File: src/nfsa_pkg.sv
// ----------------------------------------------------------------------------
// nfsa_pkg
// shared widths, defaults, status codes and fsm encoding for the
// next-fit slab slot allocator
// ----------------------------------------------------------------------------
package nfsa_pkg;

   localparam int HANDLE_W = 10;
   localparam int STRIDE_W = 6;

   localparam int DEF_SLOTS_PER_SLAB = 64;
   localparam int DEF_MAX_SLABS      = 16;

   typedef enum logic [1:0] {
      STATUS_OK       = 2'd0,
      STATUS_FULL     = 2'd1,
      STATUS_BAD_FREE = 2'd2
   } status_type;

   typedef enum logic [3:0] {
      ST_IDLE = 4'b0001,
      ST_SCAN = 4'b0010,
      ST_FREE = 4'b0100,
      ST_DONE = 4'b1000
   } state_type;

endpackage

File: src/next_fit_slab_slot_allocator_top.sv
// ----------------------------------------------------------------------------
// next_fit_slab_slot_allocator_top
// slab slot allocator: per-slab used bitmap and next-fit pointer held in one
// synchronous memory, searched newest slab first, one slab per cycle
// ----------------------------------------------------------------------------
// One request item is handled at a time and yields one response item. An
// allocate examines one slab after another, newest first, and a valid free
// reads its slab and then writes it back. The slab memory delivers one slab
// bitmap and its pointer per cycle through a single registered read port. The
// response sits in an output register, so a new request is taken while it
// waits. Slab entries are only read below the count of created slabs, so the
// memory needs no clearing after reset.
module next_fit_slab_slot_allocator_top #(
   parameter int SLOTS_PER_SLAB = nfsa_pkg::DEF_SLOTS_PER_SLAB,
   parameter int MAX_SLABS      = nfsa_pkg::DEF_MAX_SLABS
) (
   input  logic        clock,
   input  logic        reset,
   input  logic        req_tvalid,
   output logic        req_tready,
   input  logic [15:0] req_tdata,   // op [0], block_handle [10:1]
   output logic        rsp_tvalid,
   input  logic        rsp_tready,
   output logic [15:0] rsp_tdata    // granted_handle [9:0], status [11:10]
);

   localparam int PTR_W  = $clog2(SLOTS_PER_SLAB);
   localparam int SLAB_W = (MAX_SLABS > 1) ? $clog2(MAX_SLABS) : 1;
   localparam int CNT_W  = $clog2(MAX_SLABS + 1);
   localparam int MEM_W  = SLOTS_PER_SLAB + PTR_W;
   localparam int HW     = nfsa_pkg::HANDLE_W;

   function automatic logic [HW-1:0] make_handle(input logic [7:0] slab,
                                                 input logic [PTR_W-1:0] pos);
      return HW'({slab, nfsa_pkg::STRIDE_W'(pos)});
   endfunction

   nfsa_pkg::state_type  state_ff, state_in;
   logic [SLAB_W-1:0]    cur_ff, cur_in;
   logic [PTR_W-1:0]     pos_ff, pos_in;
   logic [CNT_W-1:0]     created_ff, created_in;
   logic [HW-1:0]        res_handle_ff, res_handle_in;
   nfsa_pkg::status_type res_status_ff, res_status_in;
   logic                 rsp_valid_ff, rsp_valid_in;
   logic [HW-1:0]        rsp_handle_ff, rsp_handle_in;
   nfsa_pkg::status_type rsp_status_ff, rsp_status_in;

   logic [MEM_W-1:0]     mem_ff [MAX_SLABS];
   logic [MEM_W-1:0]     rd_data_ff;
   logic                 rd_en;
   logic [SLAB_W-1:0]    rd_addr;
   logic                 wr_en;
   logic [SLAB_W-1:0]    wr_addr;
   logic [MEM_W-1:0]     wr_data;

   logic                      req_op;
   logic [3:0]                req_slab;
   logic [nfsa_pkg::STRIDE_W-1:0] req_pos;
   logic                      free_ok;
   logic                      out_free;

   logic [SLOTS_PER_SLAB-1:0] used;
   logic [PTR_W-1:0]          ptr;
   logic [SLOTS_PER_SLAB-1:0] free_map;
   logic [SLOTS_PER_SLAB-1:0] ge_mask;
   logic [SLOTS_PER_SLAB-1:0] hi_map;
   logic [SLOTS_PER_SLAB-1:0] sel_map;
   logic [SLOTS_PER_SLAB-1:0] pick_hot;
   logic [PTR_W-1:0]          pick_idx;
   logic [PTR_W-1:0]          pick_next;
   logic                      found;
   logic                      room;

   assign req_op   = req_tdata[0];
   assign req_slab = req_tdata[10:7];
   assign req_pos  = req_tdata[6:1];
   assign free_ok  = (8'(req_slab) < 8'(created_ff)) && (8'(req_slab) < 8'(MAX_SLABS))
                     && (8'(req_pos) < 8'(SLOTS_PER_SLAB));
   assign out_free = !rsp_valid_ff || rsp_tready;
   assign room     = created_ff < CNT_W'(MAX_SLABS);

   assign req_tready = (state_ff == nfsa_pkg::ST_IDLE);
   assign rsp_tvalid = rsp_valid_ff;
   assign rsp_tdata  = {4'd0, rsp_status_ff, rsp_handle_ff};

   // first free slot at or after the pointer, else the lowest free slot
   assign used      = rd_data_ff[SLOTS_PER_SLAB-1:0];
   assign ptr       = rd_data_ff[MEM_W-1:SLOTS_PER_SLAB];
   assign free_map  = ~used;
   assign ge_mask   = ~((SLOTS_PER_SLAB'(1) << ptr) - SLOTS_PER_SLAB'(1));
   assign hi_map    = free_map & ge_mask;
   assign sel_map   = (|hi_map) ? hi_map : free_map;
   assign pick_hot  = sel_map & (~sel_map + SLOTS_PER_SLAB'(1));
   assign found     = |free_map;
   assign pick_next = (pick_idx == PTR_W'(SLOTS_PER_SLAB - 1)) ? '0 : pick_idx + PTR_W'(1);

   always_comb begin
      pick_idx = '0;
      for (int i = 0; i < SLOTS_PER_SLAB; i++) begin
         if (pick_hot[i]) begin
            pick_idx = pick_idx | PTR_W'(i);
         end
      end
   end

   always_comb begin
      state_in      = state_ff;
      cur_in        = cur_ff;
      pos_in        = pos_ff;
      created_in    = created_ff;
      res_handle_in = res_handle_ff;
      res_status_in = res_status_ff;
      rsp_valid_in  = rsp_valid_ff && !rsp_tready;
      rsp_handle_in = rsp_handle_ff;
      rsp_status_in = rsp_status_ff;
      rd_en         = 1'b0;
      rd_addr       = cur_ff;
      wr_en         = 1'b0;
      wr_addr       = cur_ff;
      wr_data       = {PTR_W'(1), SLOTS_PER_SLAB'(1)};

      unique case (state_ff)
         nfsa_pkg::ST_IDLE: begin
            if (req_tvalid) begin
               res_handle_in = '0;
               res_status_in = nfsa_pkg::STATUS_OK;
               state_in      = nfsa_pkg::ST_DONE;
               if (!req_op) begin
                  if (created_ff == '0) begin
                     // first slab, slot 0
                     wr_en      = 1'b1;
                     wr_addr    = '0;
                     created_in = CNT_W'(1);
                  end else begin
                     rd_en    = 1'b1;
                     rd_addr  = SLAB_W'(created_ff - CNT_W'(1));
                     cur_in   = SLAB_W'(created_ff - CNT_W'(1));
                     state_in = nfsa_pkg::ST_SCAN;
                  end
               end else if (free_ok) begin
                  rd_en    = 1'b1;
                  rd_addr  = SLAB_W'(req_slab);
                  cur_in   = SLAB_W'(req_slab);
                  pos_in   = PTR_W'(req_pos);
                  state_in = nfsa_pkg::ST_FREE;
               end else begin
                  res_status_in = nfsa_pkg::STATUS_BAD_FREE;
               end
            end
         end
         nfsa_pkg::ST_SCAN: begin
            if (found) begin
               wr_en         = 1'b1;
               wr_data       = {pick_next, used | pick_hot};
               res_handle_in = make_handle(8'(cur_ff), pick_idx);
               state_in      = nfsa_pkg::ST_DONE;
            end else if (cur_ff == '0) begin
               state_in = nfsa_pkg::ST_DONE;
               if (room) begin
                  // open a new slab, slot 0
                  wr_en         = 1'b1;
                  wr_addr       = SLAB_W'(created_ff);
                  created_in    = created_ff + CNT_W'(1);
                  res_handle_in = make_handle(8'(created_ff), '0);
               end else begin
                  res_status_in = nfsa_pkg::STATUS_FULL;
               end
            end else begin
               rd_en   = 1'b1;
               rd_addr = cur_ff - SLAB_W'(1);
               cur_in  = cur_ff - SLAB_W'(1);
            end
         end
         nfsa_pkg::ST_FREE: begin
            wr_en    = 1'b1;
            wr_data  = {pos_ff, used & ~(SLOTS_PER_SLAB'(1) << pos_ff)};
            state_in = nfsa_pkg::ST_DONE;
         end
         nfsa_pkg::ST_DONE: begin
            if (out_free) begin
               rsp_valid_in  = 1'b1;
               rsp_handle_in = res_handle_ff;
               rsp_status_in = res_status_ff;
               state_in      = nfsa_pkg::ST_IDLE;
            end
         end
         default: begin
            state_in = nfsa_pkg::ST_IDLE;
         end
      endcase
   end

   always_ff @(posedge clock) begin
      if (wr_en) begin
         mem_ff[wr_addr] <= wr_data;
      end
      if (rd_en) begin
         rd_data_ff <= mem_ff[rd_addr];
      end
   end

   always_ff @(posedge clock) begin
      if (reset) begin
         state_ff     <= nfsa_pkg::ST_IDLE;
         created_ff   <= '0;
         rsp_valid_ff <= 1'b0;
      end else begin
         state_ff     <= state_in;
         created_ff   <= created_in;
         rsp_valid_ff <= rsp_valid_in;
      end
   end

   always_ff @(posedge clock) begin
      cur_ff        <= cur_in;
      pos_ff        <= pos_in;
      res_handle_ff <= res_handle_in;
      res_status_ff <= res_status_in;
      rsp_handle_ff <= rsp_handle_in;
      rsp_status_ff <= rsp_status_in;
   end

   a_created_cap: assert property (@(posedge clock) disable iff (reset)
      created_ff <= CNT_W'(MAX_SLABS))
      else $error("slab count above cap");

   a_write_in_range: assert property (@(posedge clock) disable iff (reset)
      wr_en |-> (CNT_W'(wr_addr) <= created_ff))
      else $error("slab write beyond created slabs");

   a_full_only_at_cap: assert property (@(posedge clock) disable iff (reset)
      (state_ff == nfsa_pkg::ST_DONE && res_status_ff == nfsa_pkg::STATUS_FULL)
      |-> (created_ff == CNT_W'(MAX_SLABS)))
      else $error("full status below slab cap");

   a_scan_below_count: assert property (@(posedge clock) disable iff (reset)
      (state_ff == nfsa_pkg::ST_SCAN) |-> (CNT_W'(cur_ff) < created_ff))
      else $error("scan of uncreated slab");

endmodule

File: config.mk
export PLATFORM = sky130hd
export DESIGN_NAME = next_fit_slab_slot_allocator_top
export DESIGN_NICKNAME = d
export VERILOG_FILES = /design/src/nfsa_pkg.sv /design/src/next_fit_slab_slot_allocator_top.sv
export SDC_FILE = /design/constraint.sdc
export NUM_CORES = 2
export LEC_CHECK = 0
export BUFFER_PORTS_ARGS = -buffer_cell sky130_fd_sc_hd__buf_2
export CORE_ASPECT_RATIO = 0.8
export CORE_MARGIN = 2
export CORE_UTILIZATION = 55
export CTS_BUF_LIST = sky130_fd_sc_hd__clkbuf_8
export DETAILED_ROUTE_END_ITERATION = 6
export PLACE_DENSITY = 0.73
export SYNTH_ARGS = -nofsm -noshare
export SYNTH_HDL_FRONTEND = slang
export SYNTH_SLANG_ARGS = --single-unit
File: constraint.sdc
create_clock -name clock -period 11.1 [get_ports clock]
set_input_delay 1.11 -clock clock [delete_from_list [all_inputs] [get_ports clock]]
set_output_delay 1.11 -clock clock [all_outputs]
set_load 0.02 [all_outputs]
==> summary.md <==
| Metric | Value |
|---|---|
| Status | completed |
| Worst reg2reg path startpoint | rd_data_ff[68]$_DFFE_PP_ |
| Starting utilization of the core area | 55.73% |
| Maximum fanout count along the critical path | 22 |
| Clock insertion delay at the later pin of the skew report | 0.90 ns |
| Slew at the pin closest to its max-slew limit | 1.338 ns |
| Vias in the first global route | 36640 |
| MaxCap Viol Count | 0 |
| Terminus of the critical flop-to-flop path | mem_ff[11][67]$_DFFE_PP_ |
| Library cell with the highest instance count after synthesis | nand2_1 |
| Power Internal | 8.028 mW |
| Max Clock Freq | 0.1038 GHz |
| Placed Area | 55710 um^2 |
| Number of hold buffers added after cts | 0 |
| Post-synth cell types | 100 |
| Worst relative slew slack | 9.867% |
| Number of placed instances with taps included | 5733 |
| Mapped Cells | 4626 |
| Worst setup endpoint | mem_ff[11][67]$_DFFE_PP_ |
| Area contributors post-synth | edfxtp_1 (68%), nand2_1 (8.8%), a311oi_1 (3.4%) |
| Warnings, synthesis | 0 |
| Crit Path Category | reg -> reg |
| Total CTS buffers | 181 |
| Worst hold margin | 0.4248 ns |
| Post-CTS Repair Setup Buffers | 0 |
| Relative contribution of combinational cells to total power | 30.1% |
| Final weighted congestion in routability-driven placement | 1.104 |
| Overall die area | 101100 um^2 |
| Share of Yosys cell area claimed by the top area cell type | 67.59% |
| Layout Area Growth over Synthesis | 8.733% |
| Overall global routing resource usage | 31.24% |
| Met1 track demand over resource in global routing | 45.90% |
| Critical Path Sink Type | flip-flop |
| GRT busiest layer | met1 |
| Summed area of non-filler cells in the final layout | 58930 um^2 |
| Setup TNS | 0 ns |
| Unrepaired setup endpoints after global routing | false |
| Share of layout cells above drive strength 1 | 8.702% |
| Clock root buffer master | clkbuf_8 |
| Critical path data required time | 11.59 ns |
| Die Width | 355.0 um |
| Critical path startpoint | rd_data_ff[68]$_DFFE_PP_ |
| Count of final hold-check violations | 0 |
| Pre-antenna DRT Iters | 7 |
| Flip-flop and latch count after synthesis | 1234 |
| Average via count per standard cell | 6.447 |
| Class of the tightest hold or removal check | reg -> reg |
| Count of non-filler cells in the finished layout | 6049 |
| Total number of nets in the final design | 4645 |
| CP arrival | 10.13 ns |
| Mapped Area | 54200 um^2 |
| Clock transition at the registers of the reported paths | 0.06 ns |
| I/O pin total | 38 |
| Layout Utilization | 60.60% |
| Max-slew violation count | 0 |
| Max Root-Sink Buffers | 3 |
| Standby leakage power | 20.75 nW |
| Die Y-Extent | 284.8 um |
| DRC violation total after the first TritonRoute iteration | 5788 |
| Number of buffers inserted by port buffering | 28 |
| Remaining number of nets flagged by the antenna check after routing | 0 |
| Met2 track demand over resource | 45.74% |
| Total number of vias | 39000 |
| Relative contribution of the clock network to total power | 26.2% |
| Synth cell count leaders | nand2_1 (1271), edfxtp_1 (1220), nand3_1 (334), clkbuf_1 (270), a311oi_1 (211) |
| Sink Count | 1234 |
| Area of the core region | 97250 um^2 |
| Yosys top cell by area | edfxtp_1 |
| HPWL Detailed | 92.27 mm |
| Number of setup violations in the final report | 0 |
| Syn Area/Cell | 11.72 um^2 |
| Wire length reported by the detailed router | 159.8 mm |
| Switching part of the total power | 36.49% |
| Peak ir drop on the vdd network | 0.2629 mV |
| Number of resized instances in the post-cts repair step | 0 |
| Overflow left after global routing | 0 |
| Number of cells traversed by the worst register-to-register path | 21 |
| Power density relative to cell area | 214.5 nW/um^2 |
| Top_reg_cell synth | edfxtp_1 |
| Sequential cell area fraction in the yosys report | 68.11% |
| Row Count | 102 |
| Sequential fraction of design power | 43.6% |
| Switching power | 4.612 mW |
| Total power consumption of the routed design | 12.64 mW |
| Layout filler cell count | 7688 |
| Fraction of registers with async set/reset | 0% |
| Routed wire length per instance | 26.42 um |
| Post-placement worst setup slack | 1.956 ns |
| Antenna violations before repair | 5 |
| Wire length of the first global-routing pass | 234.8 mm |
| Routing usage on met3 | 7.546% |
| Minimum setup slack in the final design | 1.465 ns |
| Number of remaining DRC errors | 0 |
| Clock Skew | 0.05518 ns |
| TritonCTS clock tree | yes |
| Post-synth EDFFs | 1220 |
| Largest net degree at the start of global routing | 174 |
| Crit start category | flip-flop |
| Final Critical Period | 9.635 ns |
| Share of the clock period used by the worst path after layout | 86.80% |
| H-tree depth reported by CTS | 4 |
| Worst R2R Setup Slack | 1.46 ns |
## cells by family (layout without fill, tap and decap cells)
kind of cell | after synthesis | count (layout) | share of synthesized area (%)
compound gates | 845 | 845 | 10.57
mux | 21 | 21 | 0.4109
simple gates | 2139 | 2139 | 17.67
buf+inv | 355 | 472 | 2.664
other cells | 1 | 7 | 0.006919
xor+xnor | 21 | 21 | 0.3393
flops | 1234 | 1234 | 68.11
fa+ha+maj | 10 | 10 | 0.2262
## power by group through the flow
| stage | clock network [mW] | logic, mW | registers (mW) |
|---|---|---|---|
| after floorplan | 0 | 2.57 | 5.53 |
| final | 3.31 | 3.81 | 5.52 |
| after global placement | 0 | 3.70 | 5.60 |
| after detailed placement | 0 | 3.72 | 5.60 |
| after global routing | 3.55 | 4.09 | 5.52 |
| after CTS | 3.37 | 3.74 | 5.50 |
## sequential cells by signal (all words and copies together), names as in the netlist
name	count
mem_ff	1120
res_status_ff	2
rsp_tvalid	1
rsp_status_ff	2
res_handle_ff	10
pos_ff	6
state_ff	4
rsp_handle_ff	10
created_ff	5
cur_ff	4
rd_data_ff	70
## cells in the final DEF (no fill, tap or decap), types with 56 or more instances in the layout
master / count
edfxtp_1: 1220
nand3_1: 333
a31oi_1: 93
nor3_1: 56
clkbuf_8: 191
nand2_1: 1271
o21ai_0: 140
a21oi_1: 208
a311oi_1: 211
inv_1: 81
nor2_1: 120
buf_4: 98
and3_1: 152
## critical path, cell delays in order, from the launching register on
cell       delay, ns
edfxtp_1        0.66
nor4_2          0.51
nand2_1         0.24
ha_1            0.53
buf_4           0.31
nor3b_2         0.21
mux2i_2         0.38
a21oi_1         0.16
a2111oi_1       0.70
nor4_1          0.15
o2111a_1        0.23
nand3_2         0.48
buf_4           0.40
o21ai_0         0.18
a2111oi_0       1.05
nand2_1         0.36
nor2_1          0.29
a21boi_0        0.49
or4_1           0.52
o211ai_1        0.19
xnor2_1         0.17
o31ai_2         0.99
## final cells by class
cell class                      instances  area, um^2  share of cell area, %
Sequential cell                      1234       36920                  62.64
Multi-Input combinational cell       3040       16040                  27.22
Clock buffer                          191        2629                  4.461
Tap cell                             1300        1627                  2.760
Timing Repair Buffer                  133        1016                  1.724
Clock inverter                        122       584.3                 0.9915
Inverter                               26       112.6                 0.1911
Antenna cell                            3       7.507                0.01274
## per-layer routing
metal	routed length [um]	share of wire [%]
met3	18310	11
met1	66570	42
met4	4187	2.6
met5	0	0
met2	70760	44
## worst min-delay path by stage
stage / slack [ns] / startpoint / to / cells after the start
CTS: 0.35 / req_tdata[3] / pos_ff[2]$_DFFE_PP_ / 1
global route: 0.42 / req_tdata[3] / pos_ff[2]$_DFFE_PP_ / 1
finish: 0.42 / res_handle_ff[8]$_SDFFCE_PN0P_ / rsp_handle_ff[8]$_DFFE_PP_ / 0
floorplan: 0.40 / res_handle_ff[0]$_SDFFCE_PN0P_ / rsp_handle_ff[0]$_DFFE_PP_ / 0
detailed placement: 0.41 / res_handle_ff[8]$_SDFFCE_PN0P_ / rsp_handle_ff[8]$_DFFE_PP_ / 0
global placement: 0.40 / res_handle_ff[9]$_SDFFCE_PN0P_ / rsp_handle_ff[9]$_DFFE_PP_ / 0
Note: power is estimated with default switching activity, not from simulation.
